--- src/sv/frame_tick_pacer_with_perf_meter_defines.svh ---
// assertion macros for the pacer rtl
`ifndef FRAME_TICK_PACER_WITH_PERF_METER_DEFINES_SVH
`define FRAME_TICK_PACER_WITH_PERF_METER_DEFINES_SVH

// same-cycle implication, checked outside reset
`define FTP_ASSERT_NOW(lbl, clk, rst, ante, cons) \
   lbl: assert property (@(posedge clk) disable iff (rst) (ante) |-> (cons)) \
      else $error("ftp assertion failed");

// next-cycle implication, checked outside reset
`define FTP_ASSERT_NEXT(lbl, clk, rst, ante, cons) \
   lbl: assert property (@(posedge clk) disable iff (rst) (ante) |=> (cons)) \
      else $error("ftp assertion failed");

`endif

--- src/sv/ftp_pkg.sv ---
`timescale 1ns / 1ps
package ftp_pkg;

   localparam int WINDOW_FRAMES = 120;
   localparam int RING_AW       = $clog2(WINDOW_FRAMES);
   localparam int FILL_W        = $clog2(WINDOW_FRAMES + 1);
   localparam int TOTAL_W       = 16 + FILL_W;

   localparam int DIVD_W = 44;
   localparam int DIVS_W = 21;
   localparam int ITER_W = 6;

   localparam logic [ITER_W-1:0] TICK_ITER = ITER_W'(21);
   localparam logic [ITER_W-1:0] FPS_ITER  = ITER_W'(44);
   localparam logic [ITER_W-1:0] AVG_ITER  = ITER_W'(TOTAL_W);

   localparam logic [23:0] FPS_SCALE = 24'd16000000;

   localparam logic [19:0] TICK_INTERVAL_RST = 20'd50000;
   localparam logic [17:0] MAX_DELTA_RST     = 18'd250000;
   localparam logic [19:0] FPS_WINDOW_RST    = 20'd500000;
   localparam logic [15:0] BUDGET_RST        = 16'd500;
   localparam logic [9:0]  SUSTAIN_RST       = 10'd30;
   localparam logic [29:0] COOLDOWN_RST      = 30'd10000000;

   typedef enum logic [2:0] {
      CSR_TICK_INTERVAL = 3'd0,
      CSR_MAX_DELTA     = 3'd1,
      CSR_FPS_WINDOW    = 3'd2,
      CSR_BUDGET        = 3'd3,
      CSR_SUSTAIN       = 3'd4,
      CSR_COOLDOWN      = 3'd5
   } csr_index_type;

   typedef enum logic [3:0] {
      ST_IDLE,
      ST_DELTA,
      ST_TICK_GO,
      ST_TICK_W,
      ST_FPS_MUL,
      ST_FPS_GO,
      ST_FPS_W,
      ST_RING_RD,
      ST_RING_WR,
      ST_WARN,
      ST_AVG_GO,
      ST_AVG_W,
      ST_OUT
   } state_type;

   typedef struct packed {
      logic [47:0] timestamp_us;
      logic        work_needed;
      logic [15:0] pipeline_us;
   } req_type;

   typedef struct packed {
      logic        frame_done;
      logic [39:0] frame_number;
      logic [7:0]  ticks_fired;
      logic [39:0] tick_number;
      logic [23:0] fps_q4;
      logic [15:0] average_us;
      logic [15:0] worst_us;
      logic        warned;
      logic [31:0] warning_total;
   } rsp_type;

   typedef struct packed {
      logic              start;
      logic [DIVD_W-1:0] dividend;
      logic [DIVS_W-1:0] divisor;
      logic [ITER_W-1:0] iterations;
   } div_req_type;

   typedef struct packed {
      logic              done;
      logic [DIVD_W-1:0] quotient;
      logic [DIVS_W-1:0] remainder;
   } div_rsp_type;

   typedef struct packed {
      logic               rd_en;
      logic               wr_en;
      logic [RING_AW-1:0] addr;
      logic [15:0]        wr_data;
   } ring_req_type;

endpackage

--- src/sv/ftp_div.sv ---
`timescale 1ns / 1ps
module ftp_div
   import ftp_pkg::*;
(
   input  logic        clock,
   input  logic        reset,
   input  div_req_type req,
   output div_rsp_type rsp
);

   logic [DIVS_W-1:0] rem_ff, rem_in;
   logic [DIVD_W-1:0] quo_ff, quo_in;
   logic [DIVS_W-1:0] dvs_ff, dvs_in;
   logic [ITER_W-1:0] count_ff, count_in;
   logic              busy_ff, busy_in;
   logic              done_ff, done_in;
   logic [DIVS_W:0]   shifted;
   logic [DIVS_W:0]   trial;

   // one restoring step a cycle, dividend shifts out as the quotient shifts in
   always_comb begin
      shifted  = {rem_ff, quo_ff[DIVD_W-1]};
      trial    = shifted - {1'b0, dvs_ff};
      rem_in   = rem_ff;
      quo_in   = quo_ff;
      dvs_in   = dvs_ff;
      count_in = count_ff;
      busy_in  = busy_ff;
      done_in  = 1'b0;
      if (req.start) begin
         rem_in   = '0;
         quo_in   = req.dividend;
         dvs_in   = req.divisor;
         count_in = req.iterations;
         busy_in  = 1'b1;
      end else if (busy_ff) begin
         if (shifted >= {1'b0, dvs_ff}) begin
            rem_in = trial[DIVS_W-1:0];
            quo_in = {quo_ff[DIVD_W-2:0], 1'b1};
         end else begin
            rem_in = shifted[DIVS_W-1:0];
            quo_in = {quo_ff[DIVD_W-2:0], 1'b0};
         end
         count_in = count_ff - ITER_W'(1);
         if (count_ff == ITER_W'(1)) begin
            busy_in = 1'b0;
            done_in = 1'b1;
         end
      end
   end

   always_ff @(posedge clock) begin
      if (reset) begin
         busy_ff  <= 1'b0;
         done_ff  <= 1'b0;
         count_ff <= '0;
      end else begin
         busy_ff  <= busy_in;
         done_ff  <= done_in;
         count_ff <= count_in;
      end
      rem_ff <= rem_in;
      quo_ff <= quo_in;
      dvs_ff <= dvs_in;
   end

   assign rsp.done      = done_ff;
   assign rsp.quotient  = quo_ff;
   assign rsp.remainder = rem_ff;

endmodule

--- src/sv/ftp_ring.sv ---
`timescale 1ns / 1ps
module ftp_ring
   import ftp_pkg::*;
(
   input  logic         clock,
   input  ring_req_type req,
   output logic [15:0]  rd_data
);

   logic [15:0] mem [WINDOW_FRAMES];
   logic [15:0] rd_data_ff;

   always_ff @(posedge clock) begin
      if (req.wr_en) begin
         mem[req.addr] <= req.wr_data;
      end
      if (req.rd_en) begin
         rd_data_ff <= mem[req.addr];
      end
   end

   assign rd_data = rd_data_ff;

endmodule

--- src/sv/frame_tick_pacer_with_perf_meter.sv ---
`timescale 1ns / 1ps
// per item: delta, tick division, then the fps multiply and division only when the fps
// figure is recomputed, ring read and write, warning check, average division and output;
// a suppressed frame goes from delta to output. The shared one-bit-a-cycle divider runs
// 21, 44 and 23 steps. One item at a time: the next is accepted the cycle after the
// result is registered, and the output state waits while the result side stalls
`include "frame_tick_pacer_with_perf_meter_defines.svh"
module frame_tick_pacer_with_perf_meter
   import ftp_pkg::*;
(
   input  logic        clock,
   input  logic        reset,
   input  logic        req_valid,
   output logic        req_stall,
   input  req_type     req_data,
   output logic        rsp_valid,
   input  logic        rsp_stall,
   output rsp_type     rsp_data,
   input  logic        csr_we,
   input  logic [2:0]  csr_index,
   input  logic [29:0] csr_wdata
);

   state_type state_ff, state_in;

   logic [19:0] tick_interval_ff;
   logic [17:0] max_delta_ff;
   logic [19:0] fps_window_ff;
   logic [15:0] budget_ff;
   logic [9:0]  sustain_ff;
   logic [29:0] cooldown_ff;

   req_type            item_ff;
   logic [17:0]        delta_ff;
   logic [47:0]        last_time_ff;
   logic               have_time_ff;
   logic [20:0]        tick_accum_ff;
   logic [39:0]        frame_count_ff;
   logic [39:0]        tick_count_ff;
   logic [20:0]        fps_time_ff;
   logic [19:0]        fps_frame_ff;
   logic [23:0]        fps_value_ff;
   logic [43:0]        prod_ff;
   logic [FILL_W-1:0]  sample_fill_ff;
   logic [RING_AW-1:0] cursor_ff;
   logic [TOTAL_W-1:0] sample_total_ff;
   logic [15:0]        worst_ff;
   logic [9:0]         streak_ff;
   logic [47:0]        last_warn_ff;
   logic [31:0]        warn_count_ff;
   logic [15:0]        average_ff;
   logic               done_ff;
   logic [7:0]         fired_ff;
   logic               warned_ff;
   logic               rsp_valid_ff;
   rsp_type            rsp_data_ff;

   div_req_type  div_req;
   div_rsp_type  div_rsp;
   ring_req_type ring_req;
   logic [15:0]  ring_rd_data;
   logic         rsp_load;

   logic [47:0]        time_diff;
   logic [17:0]        delta_c;
   logic [19:0]        interval_c;
   logic [19:0]        window_c;
   logic [9:0]         sustain_c;
   logic [20:0]        tick_acc_sum;
   logic [40:0]        tick_sum;
   logic [20:0]        fps_time_sum;
   logic [19:0]        fps_frame_inc;
   logic [9:0]         streak_c;
   logic [47:0]        warn_diff;
   logic               warn_c;
   logic [TOTAL_W-1:0] total_base;
   logic               div_wait_c;

   ftp_div u_div (
      .clock (clock),
      .reset (reset),
      .req   (div_req),
      .rsp   (div_rsp)
   );

   ftp_ring u_ring (
      .clock   (clock),
      .req     (ring_req),
      .rd_data (ring_rd_data)
   );

   assign interval_c = (tick_interval_ff == '0) ? 20'd1 : tick_interval_ff;
   assign window_c   = (fps_window_ff == '0) ? 20'd1 : fps_window_ff;
   assign sustain_c  = (sustain_ff == '0) ? 10'd1 : sustain_ff;

   always_comb begin
      time_diff = item_ff.timestamp_us - last_time_ff;
      delta_c   = '0;
      if (have_time_ff && (item_ff.timestamp_us > last_time_ff)) begin
         delta_c = (time_diff > {30'd0, max_delta_ff}) ? max_delta_ff : time_diff[17:0];
      end
   end

   assign tick_acc_sum  = tick_accum_ff + 21'(delta_ff);
   assign tick_sum      = {1'b0, tick_count_ff} + 41'(div_rsp.quotient[20:0]);
   assign fps_time_sum  = fps_time_ff + 21'(delta_ff);
   assign fps_frame_inc = (fps_frame_ff == '1) ? fps_frame_ff : fps_frame_ff + 20'd1;
   assign total_base    = (sample_fill_ff >= FILL_W'(WINDOW_FRAMES)) ?
                          sample_total_ff - TOTAL_W'(ring_rd_data) : sample_total_ff;

   always_comb begin
      streak_c = '0;
      if (item_ff.pipeline_us > budget_ff) begin
         streak_c = (streak_ff == '1) ? streak_ff : streak_ff + 10'd1;
      end
      warn_diff = item_ff.timestamp_us - last_warn_ff;
      warn_c    = (streak_c >= sustain_c) && (item_ff.timestamp_us >= last_warn_ff)
                  && (warn_diff >= {18'd0, cooldown_ff});
   end

   // next state
   always_comb begin
      state_in = state_ff;
      case (state_ff)
         ST_IDLE:    if (req_valid) state_in = ST_DELTA;
         ST_DELTA:   state_in = item_ff.work_needed ? ST_TICK_GO : ST_OUT;
         ST_TICK_GO: state_in = ST_TICK_W;
         ST_TICK_W: begin
            if (div_rsp.done) begin
               state_in = (fps_time_sum >= {1'b0, window_c}) ? ST_FPS_MUL : ST_RING_RD;
            end
         end
         ST_FPS_MUL: state_in = ST_FPS_GO;
         ST_FPS_GO:  state_in = ST_FPS_W;
         ST_FPS_W:   if (div_rsp.done) state_in = ST_RING_RD;
         ST_RING_RD: state_in = ST_RING_WR;
         ST_RING_WR: state_in = ST_WARN;
         ST_WARN:    state_in = ST_AVG_GO;
         ST_AVG_GO:  state_in = ST_AVG_W;
         ST_AVG_W:   if (div_rsp.done) state_in = ST_OUT;
         ST_OUT:     if (!rsp_valid_ff || !rsp_stall) state_in = ST_IDLE;
         default:    state_in = ST_IDLE;
      endcase
   end

   // control outputs
   always_comb begin
      div_req          = '0;
      ring_req         = '0;
      ring_req.addr    = cursor_ff;
      ring_req.wr_data = item_ff.pipeline_us;
      rsp_load         = 1'b0;
      case (state_ff)
         ST_TICK_GO: begin
            div_req.start      = 1'b1;
            div_req.dividend   = {tick_acc_sum, 23'd0};
            div_req.divisor    = {1'b0, interval_c};
            div_req.iterations = TICK_ITER;
         end
         ST_FPS_GO: begin
            div_req.start      = 1'b1;
            div_req.dividend   = prod_ff;
            div_req.divisor    = fps_time_ff;
            div_req.iterations = FPS_ITER;
         end
         ST_AVG_GO: begin
            div_req.start      = 1'b1;
            div_req.dividend   = {sample_total_ff, (DIVD_W - TOTAL_W)'(0)};
            div_req.divisor    = DIVS_W'(sample_fill_ff);
            div_req.iterations = AVG_ITER;
         end
         ST_RING_RD: ring_req.rd_en = 1'b1;
         ST_RING_WR: ring_req.wr_en = 1'b1;
         ST_OUT:     rsp_load = !rsp_valid_ff || !rsp_stall;
         default: ;
      endcase
   end

   always_ff @(posedge clock) begin
      if (reset) begin
         state_ff         <= ST_IDLE;
         tick_interval_ff <= TICK_INTERVAL_RST;
         max_delta_ff     <= MAX_DELTA_RST;
         fps_window_ff    <= FPS_WINDOW_RST;
         budget_ff        <= BUDGET_RST;
         sustain_ff       <= SUSTAIN_RST;
         cooldown_ff      <= COOLDOWN_RST;
         last_time_ff     <= '0;
         have_time_ff     <= 1'b0;
         tick_accum_ff    <= '0;
         frame_count_ff   <= '0;
         tick_count_ff    <= '0;
         fps_time_ff      <= '0;
         fps_frame_ff     <= '0;
         fps_value_ff     <= '0;
         sample_fill_ff   <= '0;
         cursor_ff        <= '0;
         sample_total_ff  <= '0;
         worst_ff         <= '0;
         streak_ff        <= '0;
         last_warn_ff     <= '0;
         warn_count_ff    <= '0;
         average_ff       <= '0;
         rsp_valid_ff     <= 1'b0;
      end else begin
         state_ff <= state_in;
         if (csr_we) begin
            case (csr_index)
               CSR_TICK_INTERVAL: tick_interval_ff <= csr_wdata[19:0];
               CSR_MAX_DELTA:     max_delta_ff     <= csr_wdata[17:0];
               CSR_FPS_WINDOW:    fps_window_ff    <= csr_wdata[19:0];
               CSR_BUDGET:        budget_ff        <= csr_wdata[15:0];
               CSR_SUSTAIN:       sustain_ff       <= csr_wdata[9:0];
               CSR_COOLDOWN:      cooldown_ff      <= csr_wdata[29:0];
               default: ;
            endcase
         end
         case (state_ff)
            ST_DELTA: begin
               last_time_ff <= item_ff.timestamp_us;
               have_time_ff <= 1'b1;
               if (!item_ff.work_needed) begin
                  tick_accum_ff <= '0;
               end
            end
            ST_TICK_GO: begin
               if (frame_count_ff != '1) frame_count_ff <= frame_count_ff + 40'd1;
            end
            ST_TICK_W: begin
               if (div_rsp.done) begin
                  tick_accum_ff <= div_rsp.remainder;
                  tick_count_ff <= tick_sum[40] ? '1 : tick_sum[39:0];
                  fps_time_ff   <= fps_time_sum;
                  fps_frame_ff  <= fps_frame_inc;
               end
            end
            ST_FPS_W: begin
               if (div_rsp.done) begin
                  fps_value_ff <= (div_rsp.quotient[43:24] != '0) ? '1
                                                                  : div_rsp.quotient[23:0];
                  fps_time_ff  <= '0;
                  fps_frame_ff <= '0;
               end
            end
            ST_RING_WR: begin
               if (sample_fill_ff < FILL_W'(WINDOW_FRAMES)) begin
                  sample_fill_ff <= sample_fill_ff + FILL_W'(1);
               end
               sample_total_ff <= total_base + TOTAL_W'(item_ff.pipeline_us);
               cursor_ff <= (cursor_ff == RING_AW'(WINDOW_FRAMES - 1)) ? '0
                                                                       : cursor_ff + RING_AW'(1);
               if (item_ff.pipeline_us > worst_ff) worst_ff <= item_ff.pipeline_us;
            end
            ST_WARN: begin
               streak_ff <= warn_c ? '0 : streak_c;
               if (warn_c) begin
                  last_warn_ff <= item_ff.timestamp_us;
                  if (warn_count_ff != '1) warn_count_ff <= warn_count_ff + 32'd1;
               end
            end
            ST_AVG_W: begin
               if (div_rsp.done) average_ff <= div_rsp.quotient[15:0];
            end
            default: ;
         endcase
         if (rsp_load) begin
            rsp_valid_ff <= 1'b1;
         end else if (!rsp_stall) begin
            rsp_valid_ff <= 1'b0;
         end
      end
   end

   // payload and per-item flags
   always_ff @(posedge clock) begin
      if (state_ff == ST_IDLE && req_valid) begin
         item_ff <= req_data;
      end
      case (state_ff)
         ST_DELTA: begin
            delta_ff  <= delta_c;
            done_ff   <= item_ff.work_needed;
            fired_ff  <= '0;
            warned_ff <= 1'b0;
         end
         ST_TICK_W: begin
            if (div_rsp.done) begin
               fired_ff <= (div_rsp.quotient[20:8] != '0) ? 8'hff : div_rsp.quotient[7:0];
            end
         end
         ST_FPS_MUL: prod_ff <= fps_frame_ff * FPS_SCALE;
         ST_WARN:    warned_ff <= warn_c;
         default: ;
      endcase
      if (rsp_load) begin
         rsp_data_ff.frame_done    <= done_ff;
         rsp_data_ff.frame_number  <= frame_count_ff;
         rsp_data_ff.ticks_fired   <= fired_ff;
         rsp_data_ff.tick_number   <= tick_count_ff;
         rsp_data_ff.fps_q4        <= fps_value_ff;
         rsp_data_ff.average_us    <= average_ff;
         rsp_data_ff.worst_us      <= worst_ff;
         rsp_data_ff.warned        <= warned_ff;
         rsp_data_ff.warning_total <= warn_count_ff;
      end
   end

   assign req_stall = (state_ff != ST_IDLE);
   assign rsp_valid = rsp_valid_ff;
   assign rsp_data  = rsp_data_ff;

   assign div_wait_c = state_ff inside {ST_TICK_W, ST_FPS_W, ST_AVG_W};

   `FTP_ASSERT_NOW(a_fill_bound, clock, reset, 1'b1, sample_fill_ff <= FILL_W'(WINDOW_FRAMES))
   `FTP_ASSERT_NOW(a_cursor_bound, clock, reset, 1'b1, cursor_ff < RING_AW'(WINDOW_FRAMES))
   `FTP_ASSERT_NOW(a_div_done_waited, clock, reset, div_rsp.done, div_wait_c)
   `FTP_ASSERT_NEXT(a_accept_busy, clock, reset, req_valid && !req_stall, state_ff == ST_DELTA)

endmodule

--- config.mk ---
export PLATFORM = sky130hd
export DESIGN_NAME = frame_tick_pacer_with_perf_meter
export DESIGN_NICKNAME = d
export VERILOG_FILES = /design/src/sv/ftp_pkg.sv /design/src/sv/ftp_div.sv /design/src/sv/ftp_ring.sv /design/src/sv/frame_tick_pacer_with_perf_meter.sv
export VERILOG_INCLUDE_DIRS = /design/src /design/src/sv
export SDC_FILE = /design/constraint.sdc
export NUM_CORES = 2
export LEC_CHECK = 0
export BUFFER_PORTS_ARGS = -buffer_cell sky130_fd_sc_hd__buf_2
export CAP_MARGIN = 20
export CORE_AREA = 2 2 597 362
export DETAILED_ROUTE_END_ITERATION = 8
export DIE_AREA = 0 0 599 364
export PLACE_DENSITY = 0.78
export SYNTH_ARGS = -nofsm -noshare
export SYNTH_HDL_FRONTEND = slang
export SYNTH_HIERARCHICAL = 1
export SYNTH_SLANG_ARGS = --single-unit
--- constraint.sdc ---
create_clock -name clock -period 14.9 [get_ports clock]
set_clock_uncertainty 0.05 [all_clocks]
set_input_delay 2.98 -clock clock [delete_from_list [all_inputs] [get_ports clock]]
set_output_delay 2.98 -clock clock [all_outputs]
set_load 0.02 [all_outputs]
==> Word-level counts from Yosys, hierarchy flattened <==
Memory sizes are Yosys's and may differ from the RTL's. A register that Yosys moved wholly into a read port is not among the register bits.
Cells that the tools add are included.
{ "word_totals": {"ff_bits": 892, "latch_bits": 0, "ram_bits": 1920, "rom_bits": 0, "word_cells": 197, "mem_count": 1} }
{ "mem_list": {"columns": ["name", "depth", "width", "rd", "rd_clocked_by_memory_dff", "wr", "line", "text"], "rows": [
  ["u_ring.mem", 120, 16, 1, 1, 1, "ftp_ring.sv:10", "logic [15:0] mem [WINDOW_FRAMES];"]
]} }
{ "op_classes": {"n_addsub": 15, "multipliers": 1, "div_mod_pow": 0, "order_cmp": 11, "eq_ne": 31, "shift": 0, "mux": 51, "bitwise_logic": 1, "n_reduce_logical": 39} }
{ "ops": {"columns": ["cell", "n"], "rows": [
  ["$pmux W72 S3", 1],
  ["$mux W21", 5],
  ["$mux W20", 5],
  ["$sub A48 B48 Y48", 2],
  ["$mux W44", 2],
  ["$pmux W21 S2", 2],
  ["$pmux W4 S13", 1],
  ["$ge A48 B30 Y1", 1],
  ["$ge A48 B48 Y1", 1],
  ["$gt A48 B18 Y1", 1],
  ["$gt A48 B48 Y1", 1],
  ["$add A21 B18 Y21", 2],
  ["$add A40 B21 Y41", 1],
  ["$add A40 B1 Y40 const B", 1],
  ["$logic_not A20 Y1", 2],
  ["$mux W10", 4],
  ["$mux W40", 1],
  ["$ne A40 B40 Y1 const B", 1],
  ["$pmux W20 S2", 1],
  ["$mul A20 B14 Y34 const B", 1],
  ["$add A32 B1 Y32 const B", 1],
  ["$gt A16 B16 Y1", 2],
  ["$ne A32 B32 Y1 const B", 1],
  ["$reduce_and A2 Y1", 14],
  ["other kinds (51)", 95]
]} }

==> Depth between registers and ports, before layout <==
{ "logic_depth": {"ltp_word": 7, "depth_mapped": 29, "ltp_nobuf": 26} }

==> By module <==
Netlist, hierarchy kept.
{ "by_module_without_submodules": {"columns": ["mod", "n_inst", "cells_each", "area_per_inst_um2", "seq_area_each_um2"], "rows": [
  ["ftp_ring", 1, 4298, 74895.6, 58135.8],
  ["frame_tick_pacer_with_perf_meter", 1, 5076, 46928.8, 19028.2],
  ["ftp_div", 1, 465, 5104.9, 2532.4]
]} }

==> Worst setup path after synthesis <==
OpenSTA, ideal clock, no wires.
{ "synth_path": {"path_kind": "in2reg", "start": "input port rsp_stall", "end": "register rsp_data_ff (netlist bit rsp_data[0]) (enable)", "setup_time_ns": 0.776, "arrival_time_ns": 11.547, "required_time_ns": 14.074, "setup_slack_ns": 2.528, "cell_stages": 1, "path_buffers": 0, "cell_sequence": "a21oi_1"} }
{ "synth_between": {"elab_chain_len": 3} }
{ "synth_lines": {"columns": ["item", "line", "text"], "rows": [
  ["from (decl)", "frame_tick_pacer_with_perf_meter.sv:17", "input logic rsp_stall,"],
  ["$logic_not A1 Y1", null, null],
  ["$logic_or A1 B1 Y1", "frame_tick_pacer_with_perf_meter.sv:174", "ST_OUT: rsp_load = !rsp_valid_ff || !rsp_stall;"],
  ["$mux W1", "frame_tick_pacer_with_perf_meter.sv:153", "case (state_ff)"],
  ["to (decl)", "frame_tick_pacer_with_perf_meter.sv:56", "rsp_type rsp_data_ff;"]
]} }
Every way passes these cells.
A chain may end at the register's enable or synchronous reset.

==> Worst setup path in the final report <==
{ "layout_path": {"start": "register item_ff[18] (netlist bit)", "end": "register warn_count_ff[18]"} }
{ "layout_between": {"elab_chain_len": 4} }
{ "layout_lines": {"columns": ["item", "line", "text"], "rows": [
  ["from (decl)", "frame_tick_pacer_with_perf_meter.sv:33", "req_type item_ff;"],
  ["from (signal assigned)", "frame_tick_pacer_with_perf_meter.sv:277", "item_ff <= req_data;"],
  ["$sub A48 B48 Y48 or $ge A48 B48 Y1 (tied branches)", "frame_tick_pacer_with_perf_meter.sv:116, frame_tick_pacer_with_perf_meter.sv:117", null],
  ["$ge A48 B30 Y1 or $logic_and A1 B1 Y1 (tied branches)", "frame_tick_pacer_with_perf_meter.sv:118, frame_tick_pacer_with_perf_meter.sv:117", null],
  ["$logic_and A1 B1 Y1 (*)", "frame_tick_pacer_with_perf_meter.sv:118", "&& (warn_diff >= {18'd0, cooldown_ff});"],
  ["$reduce_and A3 Y1 (no source line) (*)", null, null],
  ["to (signal assigned)", "frame_tick_pacer_with_perf_meter.sv:258", "if (warn_count_ff != '1) warn_count_ff <= warn_count_ff + 32'd1;"],
  ["to (decl)", "frame_tick_pacer_with_perf_meter.sv:50", "logic [31:0] warn_count_ff;"]
]} }
Mark *: on every way between the ends. The rest lies on a longest branch, timed or not.

==> impl_metrics.toml <==
[detailed_routing]
drc = 0
viasPerCell = 6.92
wl_per_cell_um = 30.9
drt-total-wl_um = 409000
first_iter_violations = 16327
drtPass1Iterations = 9
postRouteAntennaNets = 0
vias = 91603

[synth]
synth_top_area_cell = "edfxtp_1"
ys_ff_latch = 2828
synth_common_cells = "edfxtp_1, nand2_1, a21oi_1"
synth_ff_type = "edfxtp_1"
yosys-top-cells-area = "edfxtp_1, dfxtp_1, ha_1"
yosysWarnings = 6
yosysUniqueCellTypes = 114
synthesis.area_um2 = 127000
async_flop_share_pct = 0
yosys.area.top_type_share_pct = 54.6
synth_most_common_cell = "edfxtp_1"
synth_edf_count = 2306
synth_area_per_cell_um2 = 12.9
synth_seq_area_share_pct = 62.8
syn_inst = 9839

[layout]
layout-drive-gt1-share_pct = 13.2
syn_to_final_growth_pct = 10.4
final_cell_count_no_fill = 13240
fin_nets = 10775

[floorplan]
die_width_um = 599
die_area_um2 = 218000
die_h_um = 364
num_rows = 132
coreArea_um2 = 213000
io_pins = 283
start_util_pct = 59.5

[clock_tree]
cts-hold-fix-buffers = 0
cts_buffers = 246
cts_tree = "done"
cts_buffer_depth = 4
cts_root_buf = "clkbuf_16"
insertion_delay_ps = 960
post-cts-setup-buffers = 0
path_clk_slew_ps = 70
cts_resized = 0
cts.sinks = 2828
htree_levels = 4

[critical_path]
crit_type = "reg2reg"
cp.arrival_ps = 8140
crit_required_ps = 15640
crit_path_max_fanout = 50
crit_path_end_kind = "flip-flop"
cp-start-kind = "flip-flop"

[place]
port_buffers = 282
dp_cells = 12745
routabilityCongestion = 1.02
hpwl_um = 267000
dp_slack_ps = 7650

[grt]
grt_max_degree = 179
track_usage_pct = 36.7
grt_pass1_wl_um = 582000
antenna_found_initial = 42
grt-ovfl-total = 0
first_global_vias = 84071

[timing]
slew_violations = 3
finalWorstSetupSlack_ps = 7500
whs_ps = 363
setup_viol = 0
slew_headroom_pct = -22.8
rsz0062_at_grt = "no"
worstMarginPinSlew_ps = 1840
fmax_mhz = 135
min_period_over_period_pct = 49.7
finalHoldViolCount = 0
min_period_ps = 7400
finalSetupTns_ps = 0

[flow_run]
drv_cap = 0

[status]
run_status = "finished with violations"
violations = "slew limit"

[min_path]
min_path_type = "reg2reg"

[pwr]
power_per_cell_area_nw_per_um2 = 148
peakVddDrop_mv = 0.113
power.leakage_nw = 48.8
design_power_total_w = 0.0208
-- cells in the final DEF, fill, tap and decap left out, types with 251 or more instances in the layout --
master | synthesis | final
edfxtp_1 | 2306 | 2306
a21oi_1 | 660 | 659
buf_2 | 142 | 284
inv_1 | 424 | 422
clkbuf_16 | 0 | 251
nor2_1 | 639 | 631
nand2_1 | 790 | 789
a221oi_1 | 342 | 342
o21ai_0 | 320 | 319
dfxtp_1 | 522 | 517
ha_1 | 458 | 458
buf_4 | 30 | 298
-- critical path: stages, from the launching register on --
cell and delay (ps):
edfxtp_1 530, ha_1 370, nor2b_1 150, o31ai_1 400
a21oi_1 250, o21ai_1 380, a211oi_1 190, a31o_2 300
xor2_1 140, ha_1 300, a21oi_1 180, nand2_1 80
nor3_1 200, o2111ai_1 150, nor4_1 330, o2111ai_1 160
a2111o_1 400, nor4_1 310, nand4_1 460, o31ai_4 550
clkinv_2 400, buf_4 480, nand4_1 210, mux2_1 350
-- flip-flops by register name (all words and copies together) (netlist names), 21 cells and up --
signal / count
tick_count_ff: 40
sample_total_ff: 23
prod_ff: 34
rsp_data: 178
u_ring/mem: 1920
u_div/quo_ff: 44
last_time_ff: 48
item_ff: 65
u_div/rem_ff: 21
warn_count_ff: 32
fps_time_ff: 21
tick_accum_ff: 21
frame_count_ff: 40
cooldown_ff: 30
fps_value_ff: 24
last_warn_ff: 48
u_div/dvs_ff: 21
-- per-layer routing --
layer / track usage (%) / vias up / wire, µm
met3: 18.9 / 1121 / 77000
met2: 46.6 / 7559 / 155000
met5: 1.20 / - / 1110
met1: 53.9 / 44842 / 160000
li1: - / 38029 / -
met4: 10.6 / 52 / 14700
-- cell families (layout without fill, tap and decap cells) --
group | after synthesis | after routing | synth area share, %
AOI/OAI and AO/OA | 2445 | 2445 | 13.3
xor gates and xnor gates | 258 | 258 | 1.78
adders and majority gates | 541 | 541 | 5.82
buffers and inverters | 998 | 1476 | 3.31
DFF | 2828 | 2828 | 62.8
muxes | 479 | 479 | 4.63
other | 1 | 43 | 0.00295
and+or+nand+nor | 2289 | 2289 | 8.33
-- metrics by stage --
step                      cell area, µm²  utilization (%)
final                             140000             65.6
after global routing              140000             65.6
after CTS                         140000             65.5
after detailed placement          132000             61.9
after global placement            132000             61.9
after floorplan                   127000                -
-- path summary, 6_finish.rpt --
kind / from / to / slack [ps] / depth (start not counted)
hold reg to reg: average_ff[1] / rsp_data[50] / 360 / 0
setup reg to reg: item_ff[18] / warn_count_ff[18] / 7500 / 23
setup / recovery: item_ff[18] / warn_count_ff[18] / 7500 / 23
hold / removal: average_ff[1] / rsp_data[50] / 360 / 0
-- power breakdown --
part / leakage, nW / switching [W] / internal (W)
logic: 19.8 / 0.00327 / 0.00147
clock network: 3.83 / 0.00292 / 0.00345
registers: 25.1 / 0.000374 / 0.00930
total: 48.8 / 0.00657 / 0.0142
-- final cells by class --
type	instances	area, µm²
Clock inverter	126	1090
Fill cell	15273	73300
Inverter	430	1620
Timing Repair Buffer	603	3960
Multi-Input combinational cell	6022	43300
Antenna cell	33	82.6
Sequential cell	2828	79700
Clock buffer	317	6690
Tap cell	2881	3600
Note: power is estimated with default switching activity, not from simulation.
